File: config.mk
export PLATFORM = sky130hd
export DESIGN_NAME = scs_front
export DESIGN_NICKNAME = d
export VERILOG_FILES = /design/src/hw/rtl/scs_pkg.sv /design/src/hw/rtl/scs_front.sv
export SDC_FILE = /design/constraint.sdc
export NUM_CORES = 1
export LEC_CHECK = 0
export BUFFER_PORTS_ARGS = -buffer_cell sky130_fd_sc_hd__clkbuf_2
export CORE_ASPECT_RATIO = 0.5
export CORE_MARGIN = 10
export CORE_UTILIZATION = 51
export CTS_CLUSTER_SIZE = 25
export DETAILED_ROUTE_END_ITERATION = 8
export GPL_TIMING_DRIVEN = 0
export PLACE_DENSITY = 0.88
export SYNTH_ARGS = -nofsm -noshare
export SYNTH_HDL_FRONTEND = slang
export SYNTH_SLANG_ARGS = --single-unit
File: constraint.sdc
create_clock -name aclk -period 5.9 [get_ports aclk]
set_clock_uncertainty 0.2 [all_clocks]
set_input_delay 1.18 -clock aclk [delete_from_list [all_inputs] [get_ports aclk]]
set_output_delay 1.18 -clock aclk [all_outputs]
set_load 0.05 [all_outputs]
File: src/hw/rtl/scs_pkg.sv
// shared constants and types for the stable counting sort block
// no dependencies; imported by every module of the block
package scs_pkg;

    // sizing of the block
    localparam int MAX_KEYS  = 64;
    localparam int KEY_SLOTS = 256;
    localparam int KEY_W     = 16;

    // configuration registers
    localparam int CFG_W     = 16;
    localparam int SPAN_W    = 9;
    localparam int REG_IDX_W = 1;
    localparam logic [REG_IDX_W-1:0] REG_KEY_MINIMUM = 1'd0;
    localparam logic [REG_IDX_W-1:0] REG_KEY_SPAN    = 1'd1;
    localparam logic [SPAN_W-1:0]    KEY_SPAN_RESET  = 9'd256;

    // derived widths
    localparam int SLOT_W = $clog2(KEY_SLOTS);
    localparam int IDX_W  = $clog2(MAX_KEYS);
    localparam int CNT_W  = $clog2(MAX_KEYS + 1);
    localparam int SCAN_W = $clog2(KEY_SLOTS + 1);
    localparam int OFF_W  = ((KEY_W > CFG_W) ? KEY_W : CFG_W) + 1;
    localparam int SPAN_CMP_W = (SPAN_W > SCAN_W) ? SPAN_W : SCAN_W;

    // drop counter
    localparam int DROP_W = 7;
    localparam logic [DROP_W-1:0] DROP_MAX = 7'd127;

    // stream widths
    localparam int S_TDATA_W = ((KEY_W + 7) / 8) * 8;
    localparam int M_TDATA_W = ((KEY_W + DROP_W + 7) / 8) * 8;

    // queue between front and back
    localparam int Q_DEPTH = 4;
    localparam int QPTR_W  = $clog2(Q_DEPTH);
    localparam int QCNT_W  = $clog2(Q_DEPTH + 1);

    // one classified key on its way to the back end
    typedef struct packed {
        logic [KEY_W-1:0]  key;
        logic [SLOT_W-1:0] slot;
        logic              in_span;
        logic              last;
    } scs_entry_t;

endpackage

File: src/hw/rtl/scs_front.sv
// front end: configuration registers and key classification
// depends on scs_pkg; feeds scs_queue
module scs_front import scs_pkg::*; (
    input  logic                 aclk,
    input  logic                 aresetn,
    input  logic                 cfg_wr_en,
    input  logic [REG_IDX_W-1:0] cfg_index,
    input  logic [CFG_W-1:0]     cfg_wdata,
    input  logic                 s_tvalid,
    output logic                 s_tready,
    input  logic [S_TDATA_W-1:0] s_tdata,
    input  logic                 s_tlast,
    output logic                 q_push,
    output scs_entry_t           q_entry,
    input  logic                 q_full
);

    logic [CFG_W-1:0]      key_minimum_reg;
    logic [SPAN_W-1:0]     key_span_reg;
    logic [KEY_W-1:0]      key;
    logic [OFF_W-1:0]      key_ext;
    logic [OFF_W-1:0]      min_ext;
    logic [OFF_W-1:0]      offset;
    logic [SPAN_CMP_W-1:0] span_ext;
    logic [SPAN_CMP_W-1:0] span_lim;
    logic [SPAN_CMP_W-1:0] span_eff;

    always_ff @(posedge aclk) begin
        if (!aresetn) begin
            key_minimum_reg <= '0;
            key_span_reg    <= KEY_SPAN_RESET;
        end else if (cfg_wr_en) begin
            unique case (cfg_index)
                REG_KEY_MINIMUM: key_minimum_reg <= cfg_wdata;
                REG_KEY_SPAN:    key_span_reg    <= cfg_wdata[SPAN_W-1:0];
                default: ;
            endcase
        end
    end

    assign key      = s_tdata[KEY_W-1:0];
    assign key_ext  = {{(OFF_W-KEY_W){key[KEY_W-1]}}, key};
    assign min_ext  = {{(OFF_W-CFG_W){key_minimum_reg[CFG_W-1]}}, key_minimum_reg};
    assign offset   = key_ext - min_ext;

    // span larger than the histogram is clamped
    assign span_ext = SPAN_CMP_W'(key_span_reg);
    assign span_lim = SPAN_CMP_W'(KEY_SLOTS);
    assign span_eff = (span_ext > span_lim) ? span_lim : span_ext;

    assign s_tready = !q_full;
    assign q_push   = s_tvalid && !q_full;

    always_comb begin
        q_entry.key     = key;
        q_entry.slot    = offset[SLOT_W-1:0];
        q_entry.in_span = !offset[OFF_W-1] && (offset < OFF_W'(span_eff));
        q_entry.last    = s_tlast;
    end

endmodule

==> out/summary.json <==
{
  "grt_start_max_net_pins": 14,
  "static_leakage_power_nw": 1.13,
  "vias_post_dr": 2048,
  "min_path_type": "register to register",
  "io_buffers": 65,
  "synth_commonest_cells": "sky130_fd_sc_hd__nand2_1 (62), sky130_fd_sc_hd__dfxtp_1 (25), sky130_fd_sc_hd__inv_1 (25), sky130_fd_sc_hd__a21boi_0 (24), sky130_fd_sc_hd__ha_1 (24)",
  "grt_antenna_before_repair": 0,
  "post_layout_inst_area_sq_um": 2520,
  "cp_num_buf_inv": 4,
  "synth.ff_latch_count": 25,
  "finalNonFillerCells": 396,
  "timing_max_transition_violations_final": 0,
  "worst_setup_hold_path_clk_slew_ns": 0.08,
  "antenna_violating_nets_left": 0,
  "clock.fmax_mhz": 176,
  "h_tree_depth_reported_by_cts": 1,
  "io_pins": 67,
  "layout-drive-gt1-share_pct": 26.0,
  "dr.pass1.iters": 4,
  "last_weighted_congestion_value_of_the_routability_driven_placer": 0.781,
  "drt-total-wl_um": 5690,
  "power.density_cell_area_nw_per_um2": 208,
  "clock-root-buffer": "sky130_fd_sc_hd__clkbuf_8",
  "placement.cell_area_sq_um": 2470,
  "tritoncts": "done",
  "timing.final.setup_violations": 0,
  "viasPerCell": 5.17,
  "global_route.usage.total_pct": 15.3,
  "syn2layout_area_growth_pct": 22.2,
  "avgSynthCellArea_sq_um": 7.56,
  "synth_fp_nets": 337,
  "globalRouteOverflowTotal": 0,
  "status": "completed",
  "floorplan.die_area_sq_um": 7150,
  "routed_wire_length_per_instance_um": 14.4,
  "critical_path.startpoint_type": "primary input",
  "timing.critical_path.arrival_ns": 4.30,
  "antennaDiodeCount": 0,
  "synth-seq-area-share_pct": 24.2,
  "synth.largest_area_cell": "sky130_fd_sc_hd__dfxtp_1",
  "synth-edff-count": 0,
  "critical_path.cell_chain": "clkbuf_2 > inv_1 > ha_1 > inv_1 > fa_1 > a211oi_2 > o21ai_1 > and2_1 > a21oi_1 > xnor2_1 > ha_1 > a21oi_1 > nand3_1 > a2111oi_1 > nand4bb_1 > nor4_4 > buf_6",
  "period_share_pct": 96.2,
  "final_sum_of_negative_setup_slack_ns": 0,
  "synthDistinctLibCells": 40,
  "setup_fix_bufs_post_cts": 0,
  "cpLargestDelayFamily": "compound AO/OA/AOI/OAI gates",
  "hold_buffers": 0,
  "die_h_um": 65.0,
  "ys_async_sr_fraction_pct": 0,
  "dp_hpwl_um": 4810,
  "clock_tree.buffer_depth": 2,
  "timing.critical_path.to_type": "output pin",
  "finalHoldViolCount": 0,
  "ys_top_cells_by_area": "sky130_fd_sc_hd__dfxtp_1 (24%), sky130_fd_sc_hd__ha_1 (15%), sky130_fd_sc_hd__nand2_1 (11%)",
  "slowest_stage": "sky130_fd_sc_hd__fa_1",
  "cap_violations": 0,
  "grt_setup_unrepaired": "no",
  "detail_route.iter0.violations": 97,
  "clk-insertion-delay-late_ns": 0.27,
  "n_fill_cell": 343,
  "yosysMostFrequentCell": "sky130_fd_sc_hd__nand2_1",
  "effective_utilization_at_floorplan_pct": 52.9,
  "core_area_sq_um": 3900,
  "dpl.cell_count": 392,
  "num-nets-final": 407,
  "number_of_instances_in_the_synthesized_netlist": 273,
  "cts_inserted_buffers": 3,
  "fp-row-count": 16,
  "ys.flop_type": "sky130_fd_sc_hd__dfxtp_1",
  "tightest_slew_ns": 0.450,
  "tritoncts_num_sinks": 25,
  "power.ir.vdd_worst_uv": 144,
  "via_count_of_the_first_global_routing_pass": 2078,
  "finalWorstPathRequiredPeriod_ns": 5.68,
  "chipWidth_um": 110,
  "cp_slowest_stage_delay_ns": 0.44,
  "largest_reg_flops": 16,
  "mappedNetlistArea_sq_um": 2060,
  "crit_required_ns": 4.52,
  "maxSlewHeadroom_pct": 69.8,
  "yosysWarnings": 0,
  "wire_length_of_the_first_global_routing_pass_um": 9220,
  "drcViolationCount": 0,
  "worstSetupPathType": "primary input to output pin",
  "synth_top_cell_area_share_pct": 24.2,
  "critPathMaxFanout": 3
}
## placed cells by master (no fill, tap or decap), drive strengths merged, types with 4 or more instances in the layout
cell type	count
clkbuf	75
nand2	62
inv	25
dfxtp	25
a21boi	24
ha	24
buf	18
a21oi	13
nor2	8
o21ai	8
xnor2	7
nor2b	5
nor3	4
a211oi	4
## where the power goes
group / total, mW / internal [mW] / switching [mW]
clock: 0.100 / 0.0483 / 0.0521
combinational: 0.242 / 0.0861 / 0.156
sequential: 0.181 / 0.177 / 0.00460
total: 0.524 / 0.311 / 0.213
## final cells by class
cell class                 instances  area, sq um  share of cell area [%]
inverter                          26         97.6                    3.87
timing repair buffer              65          332                    13.1
clock buffer                       4         45.0                    1.78
sequential                        25          500                    19.8
tap                               54         67.6                    2.68
buffer                            24          154                    6.10
multi-input combinational        198         1330                    52.6
## kinds of logic (layout without fill, tap and decap cells)
logic type	Yosys count	after routing	share of synthesized area [%]
AO/OA/AOI/OAI	71	71	23.9
buffers and inverters	50	119	12.2
flip-flops	25	25	24.2
XOR/XNOR	8	8	3.39
adder cells (fa/ha/maj)	25	25	15.5
AND/OR/NAND/NOR	91	91	19.3
multiplexers	3	3	1.45
## layer usage
layer | wire, um | global-route usage, % | part of all wire (%) | vias up
met3 | 252 | 2.66 | 4.4 | 2
met4 | 8 | 1.45 | 0.14 | 0
met1 | 2340 | 16.9 | 41 | 947
met2 | 3090 | 30.3 | 54 | 41
li1 | - | - | - | 1058
met5 | 0 | 0 | 0 | -
## path summary, 6_finish.rpt
kind,from,to,slack (ns),cells past startpoint
setup / recovery,s_tdata[0],q_entry[1],0.22,17
hold / removal,key_minimum_reg[4],key_minimum_reg[4],0.27,2
setup reg to reg,key_span_reg[8],key_span_reg[8],4.76,2
hold reg to reg,key_minimum_reg[4],key_minimum_reg[4],0.27,2
## tightest hold or removal path: cells and delay by family (launching register included)
kind	cells	cell delay (ns)
flops	1	0.32
compound gates	1	0.07
simple gates	1	0.05
## stage by stage
stage | utilization [%] | power [mW] | setup WS [ns] | hold slack (ns)
CTS | 64.4 | 0.524 | 0.0240 | 0.276
detailed placement | 63.2 | 0.424 | -0.000313 | 0.263
finish | 64.6 | 0.524 | 0.221 | 0.274
global placement | 63.2 | 0.415 | 0.0845 | 0.254
global route | 64.6 | 0.553 | 0.000378 | 0.301
floorplan | - | 0.363 | 0.0309 | 0.239
## timing repair
action	in CTS	in global routing
setup endpoints to repair	1	1
pin swaps	0	2
resized for setup	1	5
No activity file was read; power rests on OpenSTA's default activity.
