===== src/hw/rtl/scs_pkg.sv =====
// shared constants and types for the stable counting sort block
// no dependencies; imported by every module of the block
package scs_pkg;

    // sizing of the block
    localparam int MAX_KEYS  = 64;
    localparam int KEY_SLOTS = 256;
    localparam int KEY_W     = 16;

    // configuration registers
    localparam int CFG_W     = 16;
    localparam int SPAN_W    = 9;
    localparam int REG_IDX_W = 1;
    localparam logic [REG_IDX_W-1:0] REG_KEY_MINIMUM = 1'd0;
    localparam logic [REG_IDX_W-1:0] REG_KEY_SPAN    = 1'd1;
    localparam logic [SPAN_W-1:0]    KEY_SPAN_RESET  = 9'd256;

    // derived widths
    localparam int SLOT_W = $clog2(KEY_SLOTS);
    localparam int IDX_W  = $clog2(MAX_KEYS);
    localparam int CNT_W  = $clog2(MAX_KEYS + 1);
    localparam int SCAN_W = $clog2(KEY_SLOTS + 1);
    localparam int OFF_W  = ((KEY_W > CFG_W) ? KEY_W : CFG_W) + 1;
    localparam int SPAN_CMP_W = (SPAN_W > SCAN_W) ? SPAN_W : SCAN_W;

    // drop counter
    localparam int DROP_W = 7;
    localparam logic [DROP_W-1:0] DROP_MAX = 7'd127;

    // stream widths
    localparam int S_TDATA_W = ((KEY_W + 7) / 8) * 8;
    localparam int M_TDATA_W = ((KEY_W + DROP_W + 7) / 8) * 8;

    // queue between front and back
    localparam int Q_DEPTH = 4;
    localparam int QPTR_W  = $clog2(Q_DEPTH);
    localparam int QCNT_W  = $clog2(Q_DEPTH + 1);

    // one classified key on its way to the back end
    typedef struct packed {
        logic [KEY_W-1:0]  key;
        logic [SLOT_W-1:0] slot;
        logic              in_span;
        logic              last;
    } scs_entry_t;

endpackage


===== src/hw/rtl/scs_queue.sv =====
// short fifo of classified keys between front and back end
// depends on scs_pkg
module scs_queue import scs_pkg::*; (
    input  logic       aclk,
    input  logic       aresetn,
    input  logic       push,
    input  scs_entry_t push_entry,
    output logic       full,
    input  logic       pop,
    output scs_entry_t pop_entry,
    output logic       not_empty
);

    scs_entry_t        q_mem [Q_DEPTH];
    logic [QPTR_W-1:0] wr_ptr_reg;
    logic [QPTR_W-1:0] rd_ptr_reg;
    logic [QCNT_W-1:0] cnt_reg;

    assign full      = (cnt_reg == QCNT_W'(Q_DEPTH));
    assign not_empty = (cnt_reg != '0);
    assign pop_entry = q_mem[rd_ptr_reg];

    always_ff @(posedge aclk) begin
        if (push) begin
            q_mem[wr_ptr_reg] <= push_entry;
        end
    end

    always_ff @(posedge aclk) begin
        if (!aresetn) begin
            wr_ptr_reg <= '0;
            rd_ptr_reg <= '0;
            cnt_reg    <= '0;
        end else begin
            if (push) begin
                wr_ptr_reg <= wr_ptr_reg + 1'b1;
            end
            if (pop) begin
                rd_ptr_reg <= rd_ptr_reg + 1'b1;
            end
            if (push && !pop) begin
                cnt_reg <= cnt_reg + 1'b1;
            end else if (pop && !push) begin
                cnt_reg <= cnt_reg - 1'b1;
            end
        end
    end

endmodule


===== config.mk =====
export PLATFORM = sky130hd
export DESIGN_NAME = scs_queue
export DESIGN_NICKNAME = d
export VERILOG_FILES = /design/src/hw/rtl/scs_pkg.sv /design/src/hw/rtl/scs_queue.sv
export SDC_FILE = /design/constraint.sdc
export NUM_CORES = 1
export LEC_CHECK = 0
export BUFFER_PORTS_ARGS = -buffer_cell sky130_fd_sc_hd__buf_2
export CORE_MARGIN = 2
export CORE_UTILIZATION = 50
export DETAILED_ROUTE_END_ITERATION = 16
export PLACE_DENSITY_LB_ADDON = 0.2
export SYNTH_ARGS = -nofsm -noshare
export SYNTH_HDL_FRONTEND = slang
export SYNTH_SLANG_ARGS = --single-unit

===== constraint.sdc =====
create_clock -name aclk -period 1.82 [get_ports aclk]
set_input_delay 0.091 -clock aclk [delete_from_list [all_inputs] [get_ports aclk]]
set_output_delay 0.091 -clock aclk [all_outputs]
set_load 0.03 [all_outputs]

==> metrics, run 1 <==
outcome=finished with violations; violated checks=setup timing; Worst Reg-to-Reg Cells=4; H-tree level count=4; io pins=58; DRT antenna net count=0; Max Fanout on Critical Path=8; CTS Sinks=113; GR Util met3=0.06969; CTS Buffer Depth=2; Placement Setup Slack=roughly 220 ps; clock tree from TritonCTS=yes; vias in the first global route=roughly 2,200; busiest layer in global routing=met2; Cell Area, Placed=between 4000 and 5000 µm²; Startpoint Class=flop; Largest register FFs=104; Final period util=1.043; port buffer count=57; Vias per Instance=slightly above 5; initial antenna violation count=0; fin util=0.7032; Final WS setup=-77.71 ps; DP Wirelength=4.315 mm; design area=roughly 5800 µm²; fillers=519; Pre-antenna DRT Iters=4; WHS Endpoint=q_mem[0][1]; DRC Markers=0; grt ovf=0; Cell variety after synth=21; yosys warns=0; row count=33; setup TNS=-1379 ps; sequential area share after synthesis=0.7783; DR vias=approximately 2,100; average size of a mapped cell=around 24 µm²; Critical Path RT=1730 ps; Max Cap Violations=0; Die ar.=9241 µm²; met1 Use GR=0.2319; Layout area overhead=36.14%; flops & latches, synth=approximately 110; Die Width=a little under 100 µm; Wirelength per Cell=between 15 and 20 µm; Slew Limit Fails=0; Clk pin slew, worst setup/hold paths=50 ps; share of cells above drive strength 1=0.4169; synthesized area=4244 µm²; actual slew at the worst max-slew pin=between 200 and 300 ps; Storage cell area=~3300 µm²; CTS Buf Count=17; P_leak=between 2 and 2.5 nW; Initial Utilization=0.5165; clk_lat worst skew=about 510 ps; RD Place Congestion=~0.67; register-to-register setup slack=around 320 ps; CP endpoint kind=output port; final wirelength=7.593 mm; Most used DFF post-synth=edfxtp_1; Net count, final=~330; global-route usage over all layers=0.1858; RSZ-0062 raised after global routing=yes; HP Class=primary input to flop; Fmax=527.0 MHz; critical path class=flop to output port; Post-synth ARST share=0; drt initial violations=approximately 100; Critical Path AT=1810 ps; Post-Syn Nets=215; Final Hold Viols=0; hold_ws=~330 ps; power density over the cells=around 1200 nW/µm²; hold depth=2; number of diodes=0; min Tclk post-route=around 1900 ps; Global Route met2 Usage=0.2980; first-pass GRT wire length=approximately 12 mm; DIE HEIGHT=slightly below 100 µm; Worst R2R Start=cnt_reg[0]; Relative slew margins=0.8099; Setup-failing EPs final=25; Max VDD drop=0.8961 mV; root buf cell=clkbuf_8; Synth Instances=around 180; multi-input logic area=about 840 µm²; Post-synth EDFFs=between 100 and 150; core area=just over 8000 µm²; Min-Delay Startpoint=push_entry[1]; Clock Skew=around 8.7 ps; largest net degree at the start of global routing=22; worst reg2reg endpoint=cnt_reg[2]
kinds of logic (layout without fill, tap and decap cells):
family,count (synthesis),count (layout),share of synthesized area
compound gates,2,2,0.002948
flops,113,113,0.7783
fa+ha+maj,6,6,0.01946
buf+inv,10,138,0.01916
simple gates,15,15,0.02181
xor+xnor,5,5,0.01032
mux,28,28,0.1480
per-layer routing:
metal,vias up,routed length (µm)
met2,67,3995
li1,965,-
met1,1070,3182
met4,0,76
met5,-,0
met3,8,339
metrics by stage:
step / std cells / total power [mW]
6_report: 412 / 6.979
2_1_floorplan: 179 / 3.595
4_1_cts: 410 / 7.048
3_3_place_gp: 346 / 3.813
3_5_place_dp: 346 / 3.827
5_1_grt: 412 / 7.243
layout by cell type, fill, tap and decap left out, types with 4 or more instances in the layout:
cell and n:
and2_1 9, buf_12 6, buf_2 31, buf_4 10, buf_6 27, clkbuf_16 16, clkinv_1 4, dfxtp_1 7
dlygate4sd3_1 29, edfxtp_1 104, ha_1 5, inv_1 4, mux4_2 26
synth_stat cells, drive strengths merged, types with 2 or more instances:
| master | n | area share |
|---|---|---|
| mux4 | 26 | 0.14 |
| or3 | 2 | 0.0029 |
| inv | 4 | 0.0035 |
| and2 | 9 | 0.013 |
| edfxtp | 104 | 0.74 |
| xor2 | 3 | 0.0062 |
| nor2b | 2 | 0.0029 |
| ha | 5 | 0.015 |
| dfxtp | 9 | 0.042 |
| xnor2 | 2 | 0.0041 |
| mux2i | 2 | 0.0047 |
| buf | 5 | 0.014 |
what timing repair did:
item / CTS / global route
hold buffers: 29 / 0
hold endpoints to repair: 113 / 0
gates resized for setup: 62 / 4
gates cloned: 1 / 0
endpoints found under the setup margin: 26 / 26
pin swaps: 0 / 0
buffers inserted: 3 / 3
worst max-delay path by stage:
| stage | endpoint | depth (start not counted) | from | slack (ps) |
|---|---|---|---|---|
| finish | pop_entry[3] | 4 | flop | -80 |
| CTS | pop_entry[3] | 4 | flop | -130 |
| global route | pop_entry[3] | 4 | flop | -150 |
| floorplan | q_mem[2][0] | 3 | wr_ptr_reg[0] | 240 |
| detailed placement | cnt_reg[2] | 7 | push | 220 |
| global placement | cnt_reg[2] | 7 | push | 280 |
worst max-delay path: stages, from the launching register on:
cell	delay [ps]
dfxtp_4	370
buf_6	110
buf_12	140
mux4_2	530
buf_6	160
layout make-up:
cell class              count  area share
flip-flops and latches    113      0.5730
inverters                   4    0.002599
well taps                 105     0.02274
multi-input cells          56      0.1449
clock inverters            13     0.02100
clock buffers              18     0.07233
repair buffers            103      0.1635
power by group:
part | total, mW | internal [mW] | switching (mW)
clock | 2.98 | 1.91 | 1.07
combinational | 0.967 | 0.480 | 0.487
sequential | 3.03 | 2.98 | 0.0537
total | 6.98 | 5.37 | 1.61
(Power assumes the default switching activity.)
==> inputs of run 2 (changes only) <==
==> constraint.sdc (replaced) <==
create_clock -name aclk -period 2 [get_ports aclk]
set_input_delay 0.1 -clock aclk [delete_from_list [all_inputs] [get_ports aclk]]
set_output_delay 0.1 -clock aclk [all_outputs]
set_load 0.03 [all_outputs]
==> run 2 against run 1 <==
The run now ends clean. Via count decreased by 3.8%. Clock power decreased by 15%. Final cell count decreased by 1.5%. Critical endpoint is now pop_entry[21].
==> metrics, run 2 (synthesis gave the netlist of run 1 again) <==
H-tree level count=4; vias in the first global route=approximately 2,100; DR vias=between 2,000 and 2,500; largest net degree at the start of global routing=17; CTS Buf Count=17; Worst Reg-to-Reg Cells=4; share of cells above drive strength 1=0.3887; Cell Area, Placed=roughly 4700 µm²; Tot Pwr=approximately 6 mW; Largest register FFs=between 100 and 150; Vias per Instance=around 5; DRT antenna net count=0; Clk pin slew, worst setup/hold paths=~50 ps; final wirelength=6.784 mm; Slew Limit Fails=0; Max Fanout on Critical Path=13; clock power share=0.423; multi-input logic area=859.6 µm²; DRC Markers=0; Startpoint Class=flop; Max Cap Violations=0; clk_lat worst skew=500 ps; CTS Buffer Depth=2; Relative slew margins=0.5549; sw power=roughly 1.4 mW; Critical Path RT=around 1900 ps; drt initial violations=78; setup TNS=0 ps; Wirelength per Cell=~17 µm; Setup-failing EPs final=0; grt ovf=0; commonest non-fill, non-tap cells in the layout=edfxtp_1, buf_2, dlygate4sd3_1, mux4_2, clkbuf_16; Net count, final=325; Die ar.=about 9200 µm²; row count=33; RD Place Congestion=0.6380; Min-Delay Startpoint=push_entry[2]; Pre-antenna DRT Iters=4; CP endpoint kind=output port; DIE HEIGHT=96.13 µm; worst reg2reg endpoint=q_mem[2][5]; Final Hold Viols=0; Layout area overhead=29.95%; fillers=between 500 and 600; most common cell after layout, fill and taps aside=edfxtp_1; outcome=completed; critical path class=flop to output port; RSZ-0062 raised after global routing=no; switching share of power=0.2323; port buffer count=57; actual slew at the worst max-slew pin=667.6 ps; P_leak=about 2 nW; design area=~5500 µm²; first-pass GRT wire length=about 10 mm; register-to-register setup slack=about 340 ps; HP Class=primary input to flop; Worst setup endpoint=pop_entry[21]; clock tree from TritonCTS=yes; Comb power frac=0.119; CTS Sinks=around 110; power density over the cells=1090 nW/µm²; Critical Path AT=approximately 1800 ps; Max VDD drop=between 0.6 and 0.7 mV; Clock Skew=a little under 7 ps; min Tclk post-route=about 1900 ps; number of diodes=0; Internal Power=roughly 4.6 mW; Storage cell area=around 3300 µm²; Initial Utilization=0.5165; Fmax=between 500 and 600 MHz; Final period util=0.9689; initial antenna violation count=0; core area=8217 µm²; Die Width=approximately 96 µm; io pins=58; DP Wirelength=between 4 and 5 mm; sequential power share=0.458; root buf cell=clkbuf_8; global-route usage over all layers=0.1656; Worst R2R Start=wr_ptr_reg[0]
[run 2: worst min path at each step]
stage,to,slack [ps],cells past startpoint
after floorplan,q_mem[0][0],200,0
after global placement,q_mem[0][23],310,1
after detailed placement,q_mem[0][2],320,1
after CTS,q_mem[1][24],320,2
after global routing,q_mem[3][23],340,2
final,q_mem[0][2],340,2
[run 2: per-layer routing]
layer | up-vias | track usage | routed length [µm]
li1 | 967 | - | -
met1 | 1003 | 0.1962 | 2981
met2 | 52 | 0.2714 | 3444
met3 | 7 | 0.06265 | 307
met4 | 0 | 0.07143 | 51
met5 | - | 0 | 0
[run 2: layout make-up]
type / instances / area share
clock inverters: 14 / 0.01815
repair buffers: 97 / 0.1252
multi-input cells: 56 / 0.1559
inverters: 4 / 0.002722
clock buffers: 17 / 0.07509
well taps: 105 / 0.02382
flip-flops and latches: 113 / 0.5991
[run 2: repair_timing]
item | CTS | global route
hold buffers | 29 | 0
pin swaps | 0 | 0
setup endpoints to repair | 6 | 18
buffers inserted | 0 | 0
endpoints found under the hold margin | 113 | 0
gates resized for setup | 1 | 4
[run 2: critical path, cell delays in order (launching register included)]
cell and delay (ps):
dfxtp_2 360, buf_12 170, mux4_1 600, buf_2 200
[run 2: stage by stage]
| stage | std cells | hold WS, ps | setup WS (ps) | utilization |
|---|---|---|---|---|
| 2_1_floorplan | 179 | 198.9 | 419.1 | - |
| 3_3_place_gp | 346 | 314.0 | 368.2 | 0.5709 |
| 3_5_place_dp | 346 | 319.2 | 355.9 | 0.5709 |
| 4_1_cts | 406 | 317.3 | 8.723 | 0.6693 |
| 5_1_grt | 406 | 341.9 | 5.323 | 0.6712 |
| 6_report | 406 | 342.3 | 62.30 | 0.6712 |
[run 2: power groups by stage]
stage                     Clock [mW]  Combinational, mW  Sequential [mW]
after floorplan                    0              0.484             2.79
after global placement             0              0.668             2.79
after detailed placement           0              0.675             2.80
after CTS                       2.60              0.721             2.75
after global routing            2.72              0.776             2.77
final                           2.54              0.716             2.75
