`src/hw/rtl/scs_pkg.sv`:
```
// shared constants and types for the stable counting sort block
// no dependencies; imported by every module of the block
package scs_pkg;

    // sizing of the block
    localparam int MAX_KEYS  = 64;
    localparam int KEY_SLOTS = 256;
    localparam int KEY_W     = 16;

    // configuration registers
    localparam int CFG_W     = 16;
    localparam int SPAN_W    = 9;
    localparam int REG_IDX_W = 1;
    localparam logic [REG_IDX_W-1:0] REG_KEY_MINIMUM = 1'd0;
    localparam logic [REG_IDX_W-1:0] REG_KEY_SPAN    = 1'd1;
    localparam logic [SPAN_W-1:0]    KEY_SPAN_RESET  = 9'd256;

    // derived widths
    localparam int SLOT_W = $clog2(KEY_SLOTS);
    localparam int IDX_W  = $clog2(MAX_KEYS);
    localparam int CNT_W  = $clog2(MAX_KEYS + 1);
    localparam int SCAN_W = $clog2(KEY_SLOTS + 1);
    localparam int OFF_W  = ((KEY_W > CFG_W) ? KEY_W : CFG_W) + 1;
    localparam int SPAN_CMP_W = (SPAN_W > SCAN_W) ? SPAN_W : SCAN_W;

    // drop counter
    localparam int DROP_W = 7;
    localparam logic [DROP_W-1:0] DROP_MAX = 7'd127;

    // stream widths
    localparam int S_TDATA_W = ((KEY_W + 7) / 8) * 8;
    localparam int M_TDATA_W = ((KEY_W + DROP_W + 7) / 8) * 8;

    // queue between front and back
    localparam int Q_DEPTH = 4;
    localparam int QPTR_W  = $clog2(Q_DEPTH);
    localparam int QCNT_W  = $clog2(Q_DEPTH + 1);

    // one classified key on its way to the back end
    typedef struct packed {
        logic [KEY_W-1:0]  key;
        logic [SLOT_W-1:0] slot;
        logic              in_span;
        logic              last;
    } scs_entry_t;

endpackage

```
`src/hw/rtl/scs_back.sv`:
```
// back end: key store, histogram, prefix scan, placement and result output
// depends on scs_pkg; drains scs_queue
module scs_back import scs_pkg::*; (
    input  logic                 aclk,
    input  logic                 aresetn,
    input  logic                 q_valid,
    input  scs_entry_t           q_entry,
    output logic                 q_pop,
    output logic                 m_tvalid,
    input  logic                 m_tready,
    output logic [M_TDATA_W-1:0] m_tdata,
    output logic                 m_tlast,
    output logic                 m_tuser
);

    typedef enum logic [9:0] {
        ST_LOAD   = 10'b0000000001,
        ST_DRAIN  = 10'b0000000010,
        ST_PREFIX = 10'b0000000100,
        ST_PL_RD  = 10'b0000001000,
        ST_PL_HR  = 10'b0000010000,
        ST_PL_WR  = 10'b0000100000,
        ST_EM_RD  = 10'b0001000000,
        ST_EM_LD  = 10'b0010000000,
        ST_EMPTY  = 10'b0100000000,
        ST_FINISH = 10'b1000000000
    } state_t;

    state_t state_reg, state_next;

    logic [CNT_W-1:0]  kept_reg, kept_next;
    logic [DROP_W-1:0] dropped_reg, dropped_next;
    logic [IDX_W-1:0]  idx_reg, idx_next;
    logic [IDX_W-1:0]  kept_last;

    // key store: slot in the upper bits, key in the lower
    logic [SLOT_W+KEY_W-1:0] store_mem [MAX_KEYS];
    logic [SLOT_W+KEY_W-1:0] st_rd_reg;
    logic                    st_we;
    logic [SLOT_W+KEY_W-1:0] st_wd;
    logic [SLOT_W-1:0]       st_slot;
    logic [KEY_W-1:0]        st_key;

    // histogram, later placement positions
    logic [CNT_W-1:0]     hist_mem [KEY_SLOTS];
    logic [KEY_SLOTS-1:0] hist_vld_reg;
    logic [CNT_W-1:0]     h_rd_reg;
    logic                 hv_rd_reg;
    logic                 h_we;
    logic [SLOT_W-1:0]    h_wa;
    logic [CNT_W-1:0]     h_wd;
    logic [SLOT_W-1:0]    h_ra;
    logic [CNT_W-1:0]     h_cur;

    // sorted output buffer
    logic [KEY_W-1:0] sorted_mem [MAX_KEYS];
    logic [KEY_W-1:0] sb_rd_reg;
    logic             sb_we;
    logic [CNT_W-1:0] pos_dec;

    // histogram increment pipeline with one-entry bypass
    logic              kept_ok;
    logic              b_vld_reg;
    logic [SLOT_W-1:0] b_slot_reg;
    logic              fw_vld_reg;
    logic [SLOT_W-1:0] fw_slot_reg;
    logic [CNT_W-1:0]  fw_val_reg;
    logic [CNT_W-1:0]  b_new;

    // prefix scan
    logic [SCAN_W-1:0] pfx_idx_reg, pfx_idx_next;
    logic              p_vld_reg, p_vld_next;
    logic [SLOT_W-1:0] p_addr_reg;
    logic [CNT_W-1:0]  run_reg, run_next;

    // result register
    logic              out_vld_reg;
    logic [KEY_W-1:0]  out_key_reg;
    logic              out_end_reg;
    logic              out_empty_reg;
    logic [DROP_W-1:0] out_drop_reg;
    logic              out_free;
    logic              out_load;
    logic [KEY_W-1:0]  out_key_next;
    logic              out_end_next;
    logic              out_empty_next;

    assign q_pop   = (state_reg == ST_LOAD) && q_valid;
    assign kept_ok = q_pop && q_entry.in_span && (kept_reg < CNT_W'(MAX_KEYS));
    assign st_we   = kept_ok;
    assign st_wd   = {q_entry.slot, q_entry.key};
    assign st_slot = st_rd_reg[SLOT_W+KEY_W-1:KEY_W];
    assign st_key  = st_rd_reg[KEY_W-1:0];

    assign kept_last = IDX_W'(kept_reg - 1'b1);
    assign out_free  = !out_vld_reg || m_tready;
    assign h_cur     = hv_rd_reg ? h_rd_reg : '0;
    assign b_new     = ((fw_vld_reg && (fw_slot_reg == b_slot_reg)) ? fw_val_reg : h_cur)
                       + 1'b1;
    assign pos_dec   = h_rd_reg - 1'b1;
    assign sb_we     = (state_reg == ST_PL_WR) && (h_rd_reg != '0);

    // histogram port selection
    always_comb begin
        unique case (state_reg)
            ST_LOAD:   h_ra = q_entry.slot;
            ST_PREFIX: h_ra = pfx_idx_reg[SLOT_W-1:0];
            ST_PL_HR:  h_ra = st_slot;
            default:   h_ra = st_slot;
        endcase
        h_we = 1'b0;
        h_wa = b_slot_reg;
        h_wd = b_new;
        if (b_vld_reg) begin
            h_we = 1'b1;
        end else if (p_vld_reg) begin
            h_we = 1'b1;
            h_wa = p_addr_reg;
            h_wd = run_next;
        end else if (sb_we) begin
            h_we = 1'b1;
            h_wa = st_slot;
            h_wd = pos_dec;
        end
    end

    always_ff @(posedge aclk) begin
        if (st_we) begin
            store_mem[kept_reg[IDX_W-1:0]] <= st_wd;
        end
        st_rd_reg <= store_mem[idx_reg];
    end

    always_ff @(posedge aclk) begin
        if (h_we) begin
            hist_mem[h_wa] <= h_wd;
        end
        h_rd_reg <= hist_mem[h_ra];
    end

    always_ff @(posedge aclk) begin
        if (sb_we) begin
            sorted_mem[pos_dec[IDX_W-1:0]] <= st_key;
        end
        sb_rd_reg <= sorted_mem[idx_reg];
    end

    always_comb begin
        state_next     = state_reg;
        kept_next      = kept_reg;
        dropped_next   = dropped_reg;
        idx_next       = idx_reg;
        pfx_idx_next   = pfx_idx_reg;
        p_vld_next     = 1'b0;
        run_next       = p_vld_reg ? (run_reg + h_cur) : run_reg;
        out_load       = 1'b0;
        out_key_next   = sb_rd_reg;
        out_end_next   = (idx_reg == kept_last);
        out_empty_next = 1'b0;
        unique case (state_reg)
            ST_LOAD: begin
                if (kept_ok) begin
                    kept_next = kept_reg + 1'b1;
                end else if (q_pop && (dropped_reg != DROP_MAX)) begin
                    dropped_next = dropped_reg + 1'b1;
                end
                if (q_pop && q_entry.last) begin
                    state_next = ST_DRAIN;
                end
            end
            ST_DRAIN: begin
                pfx_idx_next = '0;
                run_next     = '0;
                state_next   = (kept_reg == '0) ? ST_EMPTY : ST_PREFIX;
            end
            ST_PREFIX: begin
                if (pfx_idx_reg == SCAN_W'(KEY_SLOTS)) begin
                    idx_next   = kept_last;
                    state_next = ST_PL_RD;
                end else begin
                    p_vld_next   = 1'b1;
                    pfx_idx_next = pfx_idx_reg + 1'b1;
                end
            end
            ST_PL_RD: state_next = ST_PL_HR;
            ST_PL_HR: state_next = ST_PL_WR;
            ST_PL_WR: begin
                if (idx_reg == '0) begin
                    state_next = ST_EM_RD;
                end else begin
                    idx_next   = idx_reg - 1'b1;
                    state_next = ST_PL_RD;
                end
            end
            ST_EM_RD: state_next = ST_EM_LD;
            ST_EM_LD: begin
                if (out_free) begin
                    out_load = 1'b1;
                    if (out_end_next) begin
                        state_next = ST_FINISH;
                    end else begin
                        idx_next   = idx_reg + 1'b1;
                        state_next = ST_EM_RD;
                    end
                end
            end
            ST_EMPTY: begin
                out_key_next   = '0;
                out_end_next   = 1'b1;
                out_empty_next = 1'b1;
                if (out_free) begin
                    out_load   = 1'b1;
                    state_next = ST_FINISH;
                end
            end
            ST_FINISH: begin
                kept_next    = '0;
                dropped_next = '0;
                idx_next     = '0;
                state_next   = ST_LOAD;
            end
            default: state_next = ST_LOAD;
        endcase
    end

    always_ff @(posedge aclk) begin
        if (!aresetn) begin
            state_reg    <= ST_LOAD;
            kept_reg     <= '0;
            dropped_reg  <= '0;
            idx_reg      <= '0;
            pfx_idx_reg  <= '0;
            p_vld_reg    <= 1'b0;
            run_reg      <= '0;
            b_vld_reg    <= 1'b0;
            fw_vld_reg   <= 1'b0;
            hist_vld_reg <= '0;
            out_vld_reg  <= 1'b0;
        end else begin
            state_reg   <= state_next;
            kept_reg    <= kept_next;
            dropped_reg <= dropped_next;
            idx_reg     <= idx_next;
            pfx_idx_reg <= pfx_idx_next;
            p_vld_reg   <= p_vld_next;
            run_reg     <= run_next;
            b_vld_reg   <= kept_ok;
            fw_vld_reg  <= b_vld_reg;
            if (state_reg == ST_FINISH) begin
                hist_vld_reg <= '0;
            end else if (h_we) begin
                hist_vld_reg[h_wa] <= 1'b1;
            end
            if (out_load) begin
                out_vld_reg <= 1'b1;
            end else if (m_tready) begin
                out_vld_reg <= 1'b0;
            end
        end
    end

    // payload registers
    always_ff @(posedge aclk) begin
        b_slot_reg  <= q_entry.slot;
        fw_slot_reg <= b_slot_reg;
        fw_val_reg  <= b_new;
        p_addr_reg  <= pfx_idx_reg[SLOT_W-1:0];
        hv_rd_reg   <= hist_vld_reg[h_ra];
        if (out_load) begin
            out_key_reg   <= out_key_next;
            out_end_reg   <= out_end_next;
            out_empty_reg <= out_empty_next;
            out_drop_reg  <= dropped_reg;
        end
    end

    assign m_tvalid = out_vld_reg;
    assign m_tdata  = M_TDATA_W'({out_drop_reg, out_key_reg});
    assign m_tlast  = out_end_reg;
    assign m_tuser  = out_empty_reg;

    a_kept_bound: assert property (@(posedge aclk) disable iff (!aresetn)
        kept_reg <= CNT_W'(MAX_KEYS))
        else $error("kept count above buffer capacity");

    a_finish_clears: assert property (@(posedge aclk) disable iff (!aresetn)
        state_reg == ST_FINISH |=> kept_reg == '0 && dropped_reg == '0 && hist_vld_reg == '0)
        else $error("run state not cleared after output");

    a_place_pos: assert property (@(posedge aclk) disable iff (!aresetn)
        state_reg == ST_PL_WR |-> h_rd_reg != '0)
        else $error("placement position exhausted");

    a_empty_is_end: assert property (@(posedge aclk) disable iff (!aresetn)
        out_vld_reg && out_empty_reg |-> out_end_reg)
        else $error("empty result without run end");

endmodule

```
`config.mk`:
```
export PLATFORM = sky130hd
export DESIGN_NAME = scs_back
export DESIGN_NICKNAME = d
export VERILOG_FILES = /design/src/hw/rtl/scs_pkg.sv /design/src/hw/rtl/scs_back.sv
export SDC_FILE = /design/constraint.sdc
export NUM_CORES = 2
export LEC_CHECK = 0
export ABC_CLOCK_PERIOD_IN_PS = 19900
export CELL_PAD_IN_SITES_DETAIL_PLACEMENT = 0
export CELL_PAD_IN_SITES_GLOBAL_PLACEMENT = 1
export CORE_ASPECT_RATIO = 1.75
export CORE_MARGIN = 1
export CORE_UTILIZATION = 55
export CTS_CLUSTER_DIAMETER = 40
export DETAILED_ROUTE_END_ITERATION = 8
export DONT_BUFFER_PORTS = 1
export GPL_ROUTABILITY_DRIVEN = 0
export PLACE_DENSITY = 0.8
export SETUP_SLACK_MARGIN = 0.3
export SLEW_MARGIN = 0
export SYNTH_ARGS = -nofsm -noshare
export SYNTH_HDL_FRONTEND = slang
export SYNTH_MEMORY_MAX_BITS = 65536
export SYNTH_SLANG_ARGS = --single-unit
```
`constraint.sdc`:
```
create_clock -name aclk -period 19.9 [get_ports aclk]
set_input_delay 2.985 -clock aclk [delete_from_list [all_inputs] [get_ports aclk]]
set_output_delay 2.985 -clock aclk [all_outputs]
set_load 0.02 [all_outputs]
```
==> impl_metrics.py <==
metrics = {
    "status": {
        "status": "finished with violations",
        "violations": "capacitance limit, slew limit",
    },
    "synthesis": {
        "synth_cells": 10600,
        "synthTopCellsByArea": "edfxtp_1 71%, mux4_2 8.8%, dfxtp_1 4.2%",
        "yosysSeqAreaShare": 0.751,
        "yosys.cell_types.count": 97,
        "syn_area_per_cell_um2": 17.4,
        "synth_fp_nets": 10700,
        "synth_seq_cells": 4762,
        "synth_edf_count": 4377,
        "synthTopCellsByCount": "4377 x edfxtp_1, 1221 x nand2_1, 721 x mux4_2",
        "synthesis.area_um2": 185000,
        "yosysTopAreaCellShare": 0.710,
        "synthArstFlopShare": 0,
        "ys_warn_count": 0,
        "synth_most_common_cell": "edfxtp_1",
        "synth_area_leader_cell": "edfxtp_1",
        "synthFlopType": "edfxtp_1",
    },
    "placed_design": {
        "dp_hpwl_um": 310000,
        "place_inst": 14700,
        "io_buffers": 0,
        "pre_cts_slack_ps": 11260,
    },
    "route": {
        "antenna_left": 0,
        "drc_errors": 0,
        "vias": 102000,
        "dr.pass1.iters": 8,
        "vias_per_cell": 6.62,
        "drt-total-wl_um": 524000,
        "wl_per_cell_um": 33.9,
        "drtIter0Drc": 11500,
    },
    "cts": {
        "htreeDepth": 5,
        "insertion_delay_ps": 970,
        "cts_tree": "yes",
        "cts.clk_slew.worst_paths_ps": 60,
        "root_buffer": "clkbuf_16",
        "cts.sinks": 4762,
        "post_cts_buffers": 0,
        "cts_resized": 0,
        "cts_made_buffers": 417,
        "cts_hold_buffers": 0,
        "clk_path_buf_depth": 4,
    },
    "final_layout": {
        "final_cells": 15500,
        "fin_nets": 10800,
        "registers.top_by_ff_count": "hist_mem",
        "drive_gt1_frac": 0.165,
        "finalCoreUtilization": 0.611,
        "largest_reg_flops": 1792,
        "area_growth_pct": 10.4,
    },
    "grt": {
        "grt_start_max_net_pins": 186,
        "antenna_found_initial": 15,
        "grt_pass1_wl_um": 743000,
        "grtUsageTotal": 0.309,
        "grt_overflow": 0,
        "grt_pass1_vias": 104000,
    },
    "timing": {
        "fin_skew_ps": 42.8,
        "fin_crit_ps": 7810,
        "fin_setup_tns_ps": 0,
        "rsz0062_at_grt": "no",
        "drv_slew": 6,
        "tightest_slew_ps": 1590,
        "period_share": 0.392,
        "fmax_mhz": 128,
        "finalSetupViolCount": 0,
        "hold_viol_final": 0,
        "fin_ws_ps": 12090,
        "relSlewSlack": -0.0725,
    },
    "power": {
        "total_leakage_power_nw": 64.9,
        "ir_drop_mv": 0.0910,
        "pwr_density_cell_nw_per_um2": 108,
    },
    "setup_path": {
        "rr_worst_depth": 11,
        "cp-start-kind": "input port",
        "critical_path_class": "input port to flop",
        "cp-end-kind": "flop",
        "reg2reg_from": "state_reg[9]$_SDFFE_PN0P_",
        "arrival_ps": 8610,
        "worst-path-buf-inv": 3,
        "cp-startpoint": "q_entry[2]",
        "cp-endpoint": "h_rd_reg[0]$_DFF_P_",
        "r2r_end": "h_rd_reg[0]$_DFF_P_",
        "slowest_stage": "a2111oi_0",
        "crit_path_max_fanout": 121,
        "critical-path-top-delay-family": "compound AO/OA/AOI/OAI gates",
        "ff2ff_setup_slack_ps": 12960,
        "critPathRequiredTime_ps": 20700,
        "crit_chain": "and3b_1 -> o211ai_1 -> and2_4 -> buf_12 -> buf_12 -> mux4_2 -> a2111oi_0 -> buf_4 -> nor3_1 -> o41ai_1 -> nand4_1",
        "critPathMaxStageDelay_ps": 1060,
        "path_depth": 11,
        "crit_top_cell": "buf_12",
    },
    "floorplan": {
        "die_h_um": 770,
        "initial_core_util": 0.553,
        "coreArea_um2": 335000,
        "dieArea_um2": 339000,
        "ioPinCount": 58,
        "die_w_um": 441,
        "placementRows": 281,
    },
    "worst_hold_path": {
        "hold_class": "flop to flop",
        "hold_start": "b_slot_reg[4]$_DFF_P_",
    },
    "flow_run": {
        "cap_violations": 3,
    },
}
-- routing by layer --
layer  vias up  track usage  share of wire  routed length (um)
met5         -            0       0.000088                  46
met4         6        0.226          0.088               46100
met3      1478       0.0533          0.085               44700
met2      5708        0.521           0.50              263000
met1     52800        0.354           0.32              170000
li1      42400            -              -                   -
-- power by group --
| group | leakage, nW | total [W] | internal [W] | switching [W] |
|---|---|---|---|---|
| combinational | 15.3 | 0.00227 | 0.000491 | 0.00178 |
| clock | 6.72 | 0.00825 | 0.00458 | 0.00367 |
| sequential | 42.9 | 0.0115 | 0.0114 | 0.0000588 |
-- cells in the final DEF (no fill, tap or decap), types with 72 or more instances in the layout --
cell and count:
a21oi_1 407, o22ai_1 137, a31oi_1 94, nor2_1 444, clkbuf_16 432, buf_4 285
edfxtp_1 4377, nand3_1 230, and3_1 72, nor3_1 107, clkbuf_1 101, o21ai_0 143
mux2i_1 518, dfxtp_1 363, nand2_1 1216, o221ai_1 190, o21a_1 272, mux4_2 721
-- worst min path at each step --
stage	end	slack, ps	cells past startpoint
5_1_grt	fw_slot_reg[4]$_DFF_P_	390	0
6_report	fw_slot_reg[4]$_DFF_P_	380	0
3_3_place_gp	fw_slot_reg[5]$_DFF_P_	370	0
2_1_floorplan	p_addr_reg[2]$_DFF_P_	330	0
4_1_cts	fw_slot_reg[4]$_DFF_P_	380	0
3_5_place_dp	fw_slot_reg[7]$_DFF_P_	380	0
-- through the flow --
step                      instance area (um2)  power (W)  hold slack (ps)
after floorplan                        185000     0.0133              329
after global placement                 191000     0.0139              372
after detailed placement               191000     0.0139              378
after CTS                              204000     0.0220              384
after global routing                   204000     0.0225              388
final                                  204000     0.0220              384
-- kinds of logic (layout without fill, tap and decap cells) --
family | count (synthesis) | after routing | share of synthesized area
simple gates | 2352 | 2352 | 0.0543
xor+xnor | 51 | 51 | 0.00241
compound gates | 1551 | 1551 | 0.0565
fa+ha+maj | 19 | 19 | 0.00136
other cells | 1 | 10 | 0.0000202
flops | 4762 | 4762 | 0.751
mux | 1243 | 1243 | 0.116
buf+inv | 670 | 1100 | 0.0181
-- final cells by class --
type,instances,area (um2)
Clock inverter,213,2240
Inverter,22,93.8
Fill cell,23600,130000
Sequential cell,4762,139000
Timing Repair Buffer,303,2500
Tap cell,4386,5490
Clock buffer,562,11600
Multi-Input combinational cell,5217,43400
Antenna cell,9,22.5
Power figures use the tool's default switching activity.
